[src/rtl/double_ended_queue_unit_assert.svh]
// assertion macros for the double ended queue unit
// depends on nothing; included by the top level only
`ifndef DOUBLE_ENDED_QUEUE_UNIT_ASSERT_SVH
`define DOUBLE_ENDED_QUEUE_UNIT_ASSERT_SVH

`ifndef SYNTHESIS
// same-cycle implication
`define DEQ_ASSERT_IMP(label, clk, rst_n, ante, cons) \
    label: assert property (@(posedge clk) disable iff (!rst_n) (ante) |-> (cons)) \
        else $error("deque assertion failed");
// next-cycle implication
`define DEQ_ASSERT_NXT(label, clk, rst_n, ante, cons) \
    label: assert property (@(posedge clk) disable iff (!rst_n) (ante) |=> (cons)) \
        else $error("deque assertion failed");
`else
`define DEQ_ASSERT_IMP(label, clk, rst_n, ante, cons)
`define DEQ_ASSERT_NXT(label, clk, rst_n, ante, cons)
`endif

`endif

[src/rtl/deq_pkg.sv]
// shared constants, codes and controller/datapath interface types
// for the double ended queue unit; no dependencies
package deq_pkg;

    localparam int DEPTH = 16;
    localparam int IDX_W = $clog2(DEPTH);
    localparam int CNT_W = $clog2(DEPTH + 1);
    localparam int DATA_W = 32;

    localparam logic [2:0] OP_PUSH_FRONT = 3'd0;
    localparam logic [2:0] OP_PUSH_REAR  = 3'd1;
    localparam logic [2:0] OP_POP_FRONT  = 3'd2;
    localparam logic [2:0] OP_POP_REAR   = 3'd3;
    localparam logic [2:0] OP_LIST       = 3'd4;

    localparam logic [1:0] STAT_OK    = 2'd0;
    localparam logic [1:0] STAT_FULL  = 2'd1;
    localparam logic [1:0] STAT_EMPTY = 2'd2;

    typedef logic [IDX_W-1:0] idx_t;
    typedef logic [CNT_W-1:0] cnt_t;

    // commands from controller to datapath
    typedef struct packed {
        logic       push_front;
        logic       push_rear;
        logic       pop_front;
        logic       pop_rear;
        logic       list_start;
        logic       list_next;
        logic       load;
        logic [1:0] status;
        logic       use_ram;
        logic       last;
    } deq_cmd_t;

    // status from datapath to controller
    typedef struct packed {
        logic full;
        logic empty;
        logic list_last;
        logic out_free;
    } deq_stat_t;

    function automatic idx_t wrap_inc(input idx_t i);
        return (i == idx_t'(DEPTH - 1)) ? '0 : idx_t'(i + idx_t'(1));
    endfunction

    function automatic idx_t wrap_dec(input idx_t i);
        return (i == '0) ? idx_t'(DEPTH - 1) : idx_t'(i - idx_t'(1));
    endfunction

endpackage

[src/rtl/double_ended_queue_unit.sv]
// top level of the double ended queue unit: controller plus datapath
// depends on deq_pkg, deq_ctrl, deq_datapath and the assertion header
//
//  channel   direction   handshake              payload
//  input     in          in_valid / in_stall    op, value
//  output    out         out_valid / out_stall  status, item, last
//
// pushes and refused or empty requests go from acceptance straight into
// the output register; a pop first reads the storage ram, whose read port
// is registered, and then loads its result into the output register
// a listing of n entries gives one result per cycle while the output does not
// stall, after a read start that the registered ram read port makes necessary
// reset clears pointers, fill count and control; storage is not cleared
// out_stall holds the output register and stalls the input side and any
// listing in progress until the result is taken
`include "double_ended_queue_unit_assert.svh"

module double_ended_queue_unit (
    input  logic               clk,
    input  logic               rst_n,
    input  logic               in_valid,
    output logic               in_stall,
    input  logic [2:0]         op,
    input  logic signed [31:0] value,
    output logic               out_valid,
    input  logic               out_stall,
    output logic [1:0]         status,
    output logic signed [31:0] item,
    output logic               last
);
    import deq_pkg::*;

    // command and status bundles between controller and datapath
    deq_cmd_t  cmd;
    deq_stat_t stat;

    // accepted input transaction
    logic in_acc;
    assign in_acc = in_valid && !in_stall;

    deq_ctrl u_ctrl (
        .clk      (clk),
        .rst_n    (rst_n),
        .in_valid (in_valid),
        .in_stall (in_stall),
        .op       (op),
        .stat     (stat),
        .cmd      (cmd)
    );

    deq_datapath u_datapath (
        .clk       (clk),
        .rst_n     (rst_n),
        .cmd       (cmd),
        .stat      (stat),
        .value     (value),
        .out_valid (out_valid),
        .out_stall (out_stall),
        .status    (status),
        .item      (item),
        .last      (last)
    );

    // the fill count can never report full and empty together
    `DEQ_ASSERT_IMP(a_full_empty, clk, rst_n, stat.full, !stat.empty)
    // a push always yields its single result on the next cycle
    `DEQ_ASSERT_NXT(a_push_result, clk, rst_n,
        in_acc && (op == OP_PUSH_FRONT || op == OP_PUSH_REAR), out_valid && last)
    // refused and empty results carry a zero item and end the transaction
    `DEQ_ASSERT_IMP(a_err_zero, clk, rst_n,
        out_valid && status != STAT_OK, item == 32'sd0 && last)
    // a pop from a non-empty queue keeps the input stalled while it reads
    `DEQ_ASSERT_NXT(a_pop_busy, clk, rst_n,
        in_acc && !stat.empty && (op == OP_POP_FRONT || op == OP_POP_REAR), in_stall)

endmodule

[src/rtl/deq_ram.sv]
// generic single write, single read ram with registered read data
// no dependencies
module deq_ram #(
    parameter int WIDTH = 32,
    parameter int DEPTH = 16
) (
    input  logic                     clk,
    input  logic                     wr_en,
    input  logic [$clog2(DEPTH)-1:0] wr_addr,
    input  logic [WIDTH-1:0]         wr_data,
    input  logic                     rd_en,
    input  logic [$clog2(DEPTH)-1:0] rd_addr,
    output logic [WIDTH-1:0]         rd_data
);

    logic [WIDTH-1:0] mem [DEPTH];
    logic [WIDTH-1:0] rd_data_reg;

    always_ff @(posedge clk)
    begin
        if (wr_en)
        begin
            mem[wr_addr] <= wr_data;
        end
        if (rd_en)
        begin
            rd_data_reg <= mem[rd_addr];
        end
    end

    assign rd_data = rd_data_reg;

endmodule

[src/rtl/deq_datapath.sv]
// ring pointers, fill count, storage ram and output register
// depends on deq_pkg and deq_ram
module deq_datapath (
    input  logic                   clk,
    input  logic                   rst_n,
    input  deq_pkg::deq_cmd_t      cmd,
    output deq_pkg::deq_stat_t     stat,
    input  logic signed [31:0]     value,
    output logic                   out_valid,
    input  logic                   out_stall,
    output logic [1:0]             status,
    output logic signed [31:0]     item,
    output logic                   last
);
    import deq_pkg::*;

    idx_t front_reg, front_next;
    idx_t rear_reg, rear_next;
    cnt_t count_reg, count_next;
    idx_t list_addr_reg, list_addr_next;
    cnt_t list_rem_reg, list_rem_next;

    logic              wr_en;
    idx_t              wr_addr;
    logic              rd_en;
    idx_t              rd_addr;
    logic [DATA_W-1:0] rd_data;

    logic              out_valid_reg;
    logic [1:0]        status_reg;
    logic [DATA_W-1:0] item_reg;
    logic              last_reg;

    deq_ram #(
        .WIDTH (DATA_W),
        .DEPTH (DEPTH)
    ) u_ram (
        .clk     (clk),
        .wr_en   (wr_en),
        .wr_addr (wr_addr),
        .wr_data (value),
        .rd_en   (rd_en),
        .rd_addr (rd_addr),
        .rd_data (rd_data)
    );

    always_comb
    begin
        front_next     = front_reg;
        rear_next      = rear_reg;
        count_next     = count_reg;
        list_addr_next = list_addr_reg;
        list_rem_next  = list_rem_reg;
        wr_en          = cmd.push_front || cmd.push_rear;
        wr_addr        = cmd.push_front ? wrap_dec(front_reg) : rear_reg;
        rd_en          = cmd.pop_front || cmd.pop_rear || cmd.list_start || cmd.list_next;
        rd_addr        = front_reg;

        if (cmd.push_front)
        begin
            front_next = wrap_dec(front_reg);
            count_next = cnt_t'(count_reg + cnt_t'(1));
        end
        if (cmd.push_rear)
        begin
            rear_next  = wrap_inc(rear_reg);
            count_next = cnt_t'(count_reg + cnt_t'(1));
        end
        if (cmd.pop_front || cmd.pop_rear)
        begin
            count_next = cnt_t'(count_reg - cnt_t'(1));
            if (cmd.pop_front)
            begin
                front_next = wrap_inc(front_reg);
            end
            else
            begin
                rd_addr   = wrap_dec(rear_reg);
                rear_next = wrap_dec(rear_reg);
            end
            // queue drained: pointers go home
            if (count_reg == cnt_t'(1))
            begin
                front_next = '0;
                rear_next  = '0;
            end
        end
        if (cmd.list_start)
        begin
            list_addr_next = wrap_inc(front_reg);
            list_rem_next  = count_reg;
        end
        if (cmd.list_next)
        begin
            rd_addr        = list_addr_reg;
            list_addr_next = wrap_inc(list_addr_reg);
            list_rem_next  = cnt_t'(list_rem_reg - cnt_t'(1));
        end
    end

    always_ff @(posedge clk or negedge rst_n)
    begin
        if (!rst_n)
        begin
            front_reg     <= '0;
            rear_reg      <= '0;
            count_reg     <= '0;
            list_addr_reg <= '0;
            list_rem_reg  <= '0;
            out_valid_reg <= 1'b0;
        end
        else
        begin
            front_reg     <= front_next;
            rear_reg      <= rear_next;
            count_reg     <= count_next;
            list_addr_reg <= list_addr_next;
            list_rem_reg  <= list_rem_next;
            if (cmd.load)
            begin
                out_valid_reg <= 1'b1;
            end
            else if (!out_stall)
            begin
                out_valid_reg <= 1'b0;
            end
        end
    end

    always_ff @(posedge clk)
    begin
        if (cmd.load)
        begin
            status_reg <= cmd.status;
            item_reg   <= cmd.use_ram ? rd_data : '0;
            last_reg   <= cmd.last;
        end
    end

    assign stat.full      = (count_reg == cnt_t'(DEPTH));
    assign stat.empty     = (count_reg == '0);
    assign stat.list_last = (list_rem_reg == cnt_t'(1));
    assign stat.out_free  = !out_valid_reg || !out_stall;

    assign out_valid = out_valid_reg;
    assign status    = status_reg;
    assign item      = signed'(item_reg);
    assign last      = last_reg;

endmodule

[src/rtl/deq_ctrl.sv]
// controller state machine: decodes ops and sequences pops and listings
// depends on deq_pkg
module deq_ctrl (
    input  logic               clk,
    input  logic               rst_n,
    input  logic               in_valid,
    output logic               in_stall,
    input  logic [2:0]         op,
    input  deq_pkg::deq_stat_t stat,
    output deq_pkg::deq_cmd_t  cmd
);
    import deq_pkg::*;

    localparam logic [1:0] S_IDLE     = 2'd0;
    localparam logic [1:0] S_POP_OUT  = 2'd1;
    localparam logic [1:0] S_LIST_OUT = 2'd2;

    logic [1:0] state_reg, state_next;
    logic       accept;

    assign in_stall = (state_reg != S_IDLE) || !stat.out_free;
    assign accept   = in_valid && !in_stall;

    always_comb
    begin
        state_next = state_reg;
        cmd        = '0;
        cmd.status = STAT_OK;
        cmd.last   = 1'b1;
        case (state_reg)
            S_IDLE:
            begin
                if (accept)
                begin
                    case (op)
                        OP_PUSH_FRONT, OP_PUSH_REAR:
                        begin
                            cmd.load = 1'b1;
                            if (stat.full)
                            begin
                                cmd.status = STAT_FULL;
                            end
                            else
                            begin
                                cmd.push_front = (op == OP_PUSH_FRONT);
                                cmd.push_rear  = (op == OP_PUSH_REAR);
                            end
                        end
                        OP_POP_FRONT, OP_POP_REAR:
                        begin
                            if (stat.empty)
                            begin
                                cmd.load   = 1'b1;
                                cmd.status = STAT_EMPTY;
                            end
                            else
                            begin
                                cmd.pop_front = (op == OP_POP_FRONT);
                                cmd.pop_rear  = (op == OP_POP_REAR);
                                state_next    = S_POP_OUT;
                            end
                        end
                        OP_LIST:
                        begin
                            if (stat.empty)
                            begin
                                cmd.load   = 1'b1;
                                cmd.status = STAT_EMPTY;
                            end
                            else
                            begin
                                cmd.list_start = 1'b1;
                                state_next     = S_LIST_OUT;
                            end
                        end
                        default:
                        begin
                            // unused codes are dropped
                        end
                    endcase
                end
            end
            S_POP_OUT:
            begin
                if (stat.out_free)
                begin
                    cmd.load    = 1'b1;
                    cmd.use_ram = 1'b1;
                    state_next  = S_IDLE;
                end
            end
            S_LIST_OUT:
            begin
                if (stat.out_free)
                begin
                    cmd.load    = 1'b1;
                    cmd.use_ram = 1'b1;
                    cmd.last    = stat.list_last;
                    if (stat.list_last)
                    begin
                        state_next = S_IDLE;
                    end
                    else
                    begin
                        cmd.list_next = 1'b1;
                    end
                end
            end
            default:
            begin
                state_next = S_IDLE;
            end
        endcase
    end

    always_ff @(posedge clk or negedge rst_n)
    begin
        if (!rst_n)
        begin
            state_reg <= S_IDLE;
        end
        else
        begin
            state_reg <= state_next;
        end
    end

endmodule

[config.mk]
export PLATFORM = sky130hd
export DESIGN_NAME = double_ended_queue_unit
export DESIGN_NICKNAME = d
export VERILOG_FILES = /design/src/rtl/deq_pkg.sv /design/src/rtl/double_ended_queue_unit.sv /design/src/rtl/deq_ram.sv /design/src/rtl/deq_datapath.sv /design/src/rtl/deq_ctrl.sv
export VERILOG_INCLUDE_DIRS = /design/src /design/src/rtl
export SDC_FILE = /design/constraint.sdc
export NUM_CORES = 1
export LEC_CHECK = 0
export ABC_AREA = 1
export BUFFER_PORTS_ARGS = -buffer_cell sky130_fd_sc_hd__buf_2
export CAP_MARGIN = 15
export CORE_MARGIN = 5
export CORE_UTILIZATION = 40
export DETAILED_ROUTE_END_ITERATION = 8
export GPL_ROUTABILITY_DRIVEN = 1
export PLACE_DENSITY = 0.56
export SLEW_MARGIN = 20
export SYNTH_ARGS = -nofsm -noshare
export SYNTH_HDL_FRONTEND = slang
export SYNTH_SLANG_ARGS = --single-unit
[constraint.sdc]
create_clock -name clk -period 3.75 [get_ports clk]
set_input_delay 0.1875 -clock clk [delete_from_list [all_inputs] [get_ports clk]]
set_output_delay 0.1875 -clock clk [all_outputs]
set_load 0.1 [all_outputs]
==> summary.txt <==
Power
  – Total design power: between 0.02 and 0.025 W
  – Power Density: roughly 770 nW/um^2
  – Power share of the clock group: 0.266
  – Sw Share: 0.401
  – Internal Pwr Total: around 0.014 W
  – Largest voltage drop on the vdd net: approximately 760 uV
  – Sequential group share of total power: 0.356
  – Comb pwr share: 0.379
  – Leakage power total: 12.5 nW
  – P_sw: roughly 0.0094 W

STA
  – Number of endpoints failing setup at the final stage: 0
  – Final critical-path share of the clock period: 0.896
  – Worst hold-check slack: 50.8 ps
  – Relative slew slack: 0.299
  – Final setup TNS: 0 ps
  – Setup repair after global routing missed its margin: false
  – Worst slew pin tran: ~1100 ps
  – Number of max-slew violations in the final report: 0
  – Final critical delay including setup and external delays: between 3000 and 4000 ps
  – Upper clock frequency limit: 0.298 GHz
  – Hold violation total from the final report: 0
  – Clock tree skew after final layout: approximately 30 ps

Critical path
  – Worst-path cell chain: inv_1 -> ha_1 -> nand3_2 -> inv_2 -> nand3_1 -> nor2_2 -> nand2_2 -> clkinv_2 -> nand3_1 -> o21ai_0 -> nand3_1 -> nor2_4 -> buf_12
  – Most repeated library cell on the critical path: nand3_1
  – Critical path peak fanout: 25
  – Worst setup EP type: register
  – Delay of the slowest critical-path stage: around 440 ps
  – Critical Path Source Type: register
  – Required time worst endpoint: around 4000 ps
  – Data arrival time of the critical path: ~3600 ps
  – Setup Crit Path Kind: register to register
  – Buf/Inv on CP: 4
  – Standard cell with the maximum stage delay on the critical path: nor2_4
  – Worst reg2reg startpoint: u_ctrl.state_reg[1]$_DFFE_PN0P_
  – Setup crit start: u_ctrl.state_reg[1]$_DFFE_PN0P_
  – Largest delay share family, worst path: simple AND/OR/NAND/NOR gates

Clocking
  – Clock root buffer: clkbuf_16
  – Clk Latency, worst-skew pair: 610 ps
  – Post-cts sizing count: 0
  – Maximum level of the CTS H-tree: 3
  – Clock tree from TritonCTS: yes
  – # clock sinks: 604
  – CTS buffer count: 66
  – Worst-path clk slew: 60 ps
  – Number of buffers between clock root and the deepest sink: 3

Synth
  – Synthesized netlist net count: roughly 2500
  – Number of flip-flops and latches in the synthesized netlist: ~600
  – Largest cells by area after synthesis: edfxtp_1 (65%), nand3_1 (11%), nand2_1 (6.7%), inv_1 (5.6%), dfrtp_1 (2.3%)
  – Post-Syn Area: 26600 sq um
  – Most used flip-flop cell after synthesis: edfxtp_1
  – Number of cells produced by synthesis: between 2000 and 2500
  – Biggest area consumer among synthesized cells: edfxtp_1
  – Synth top cells by count: nand3_1 (598), edfxtp_1 (579), nand2_1 (479)
  – Async set-or-reset flop fraction in the synthesized netlist: 0.0414
  – Netlist cell types: 38
  – Top-area cell type share of the netlist area: 0.653
  – YS warnings: 0
  – Sequential area share after synthesis: 0.676
  – Number of flops mapped to enable cells by yosys: approximately 580
  – Most used standard cell by instance count after synthesis: nand3_1
  – Avg Inst Size Synth: between 10 and 15 sq um

GRT
  – Initial antenna violation count: 2
  – Leftover overflow at the end of global routing: 0
  – Maximum number of pins on one net before global-route repair: 151
  – Number of global-route vias before repair: between 15000 and 20000
  – Wire length of the first global-routing pass: between 100000 and 150000 um
  – Combined global-route utilization of all metal layers: 0.189

Cells and area
  – Number of filler cells placed in the layout: 5910
  – Nets: 2616
  – Total non-filler cell area in the finished layout: a little over 30000 sq um
  – Post-layout instance count excluding filler cells: approximately 3500
  – Area Growth Syn to Fin: 14.9%
  – Share of cells above drive strength 1: 0.104
  – Number of flip-flops in the largest register: 512

Floorplan
  – Initial Utilization: 0.405
  – I/O pin count: 76
  – Area of the die: about 70000 sq um
  – Floorplan die height: 268 um
  – Core Region: 65900 sq um
  – Num rows: 94
  – Horizontal die dimension: 268 um

Place
  – Final HPWL from detailed placement: 36800 um
  – Number of buffers inserted by port buffering: between 70 and 80
  – Gp weighted congestion: roughly 0.83
  – Post-placement cell count: around 3300
  – Cell area after placement: 28200 sq um

Detailed routing
  – TritonRoute pass-1 iters: 6
  – Mean routed wirelength per cell: about 20 um
  – Total via count in the routed design: 17800
  – Detailed router's first-iteration violation count: between 1500 and 2000
  – Average vias per placed instance: 5.14
  – Final routed DRC violation total: 0
  – Count of nets left with antenna violations after detail routing: 0
  – Post-Route WL: around 68000 um

Run
  – Count of maximum capacitance violations: 0

Min path
  – HP Start: op[1]
  – Worst min-delay path category: primary input to register

Outcome
  – Result of the run: finished, final reports clean
## repair_timing
| item | in CTS | in global routing |
|---|---|---|
| hold endpoints to repair | 498 | 0 |
| buffers inserted | 0 | 0 |
| hold buffers | 36 | 0 |
## power by group through the flow
stage | sequential, W | clock [W] | combinational, W
final | 0.00835 | 0.00624 | 0.00890
after global routing | 0.00840 | 0.00666 | 0.00980
after CTS | 0.00836 | 0.00638 | 0.00897
after detailed placement | 0.00849 | 0 | 0.00891
after global placement | 0.00849 | 0 | 0.00885
after floorplan | 0.00972 | 0 | 0.00532
## final cells by class
cell class | count | area [sq um] | share of cell area
diodes | 1 | 2.50 | 0.0000817
clock buffers | 82 | 1750 | 0.0573
clock inverters | 34 | 303 | 0.00989
inverters | 405 | 1520 | 0.0498
multi-input cells | 1314 | 6510 | 0.213
flip-flops and latches | 604 | 18000 | 0.588
well taps | 864 | 1080 | 0.0353
repair buffers | 170 | 1430 | 0.0467
## path summary, 6_finish.rpt
| path | cells past startpoint | slack (ps) | end |
|---|---|---|---|
| setup / recovery | 13 | 390 | u_datapath.u_ram.mem[14][16]$_DFFE_PP_ |
| setup reg to reg | 13 | 390 | u_datapath.u_ram.mem[14][16]$_DFFE_PP_ |
| max in group asynchronous | 2 | 3180 | u_datapath.list_addr_reg[0]$_DFFE_PN0P_ |
| hold reg to reg | 1 | 540 | u_datapath.list_rem_reg[0]$_DFFE_PN0P_ |
| min in group asynchronous | 2 | 150 | u_datapath.count_reg[0]$_DFFE_PN0P_ |
| hold / removal | 4 | 50 | u_ctrl.state_reg[0]$_DFFE_PN0P_ |
## metrics by stage
step | worst slack (ps) | util
global route | 133 | 0.465
detailed placement | 415 | 0.428
finish | 389 | 0.465
floorplan | -182 | -
CTS | 380 | 0.465
global placement | 491 | 0.428
## worst min-delay path: cells and delay by family
| kind | cells | cell delay (ps) |
|---|---|---|
| AND/OR/NAND/NOR | 2 | 210 |
| buffers and inverters | 1 | 110 |
| AO/OA/AOI/OAI | 1 | 80 |
## metal layers
layer	wire length [um]	vias up	track usage
met5	13	-	0
met4	1660	2	0.0578
met3	3760	104	0.0284
met2	33300	507	0.315
met1	29600	8758	0.258
li1	-	8474	-
## cells in the final DEF (no fill, tap or decap), types with 6 or more instances in the layout
cell type	n
nand3_1	597
edfxtp_1	579
nand2_1	476
inv_1	396
buf_2	75
clkbuf_16	68
nand3b_1	59
nor2_1	59
buf_4	39
dlygate4sd3_1	36
dfrtp_1	25
buf_12	20
nor2_4	18
o21ai_0	17
ha_1	16
clkinv_1	15
clkbuf_1	14
a21oi_1	11
xor2_1	10
clkinv_2	10
inv_2	7
nor3_1	6
## cells by family after synthesis
logic type	count (synthesis)	share of synthesized area
flops	604	0.676
fa+ha+maj	16	0.00751
simple gates	1239	0.215
buf+inv	542	0.0870
xor+xnor	10	0.00329
compound gates	49	0.0114
No activity file was read; power rests on OpenSTA's default activity.
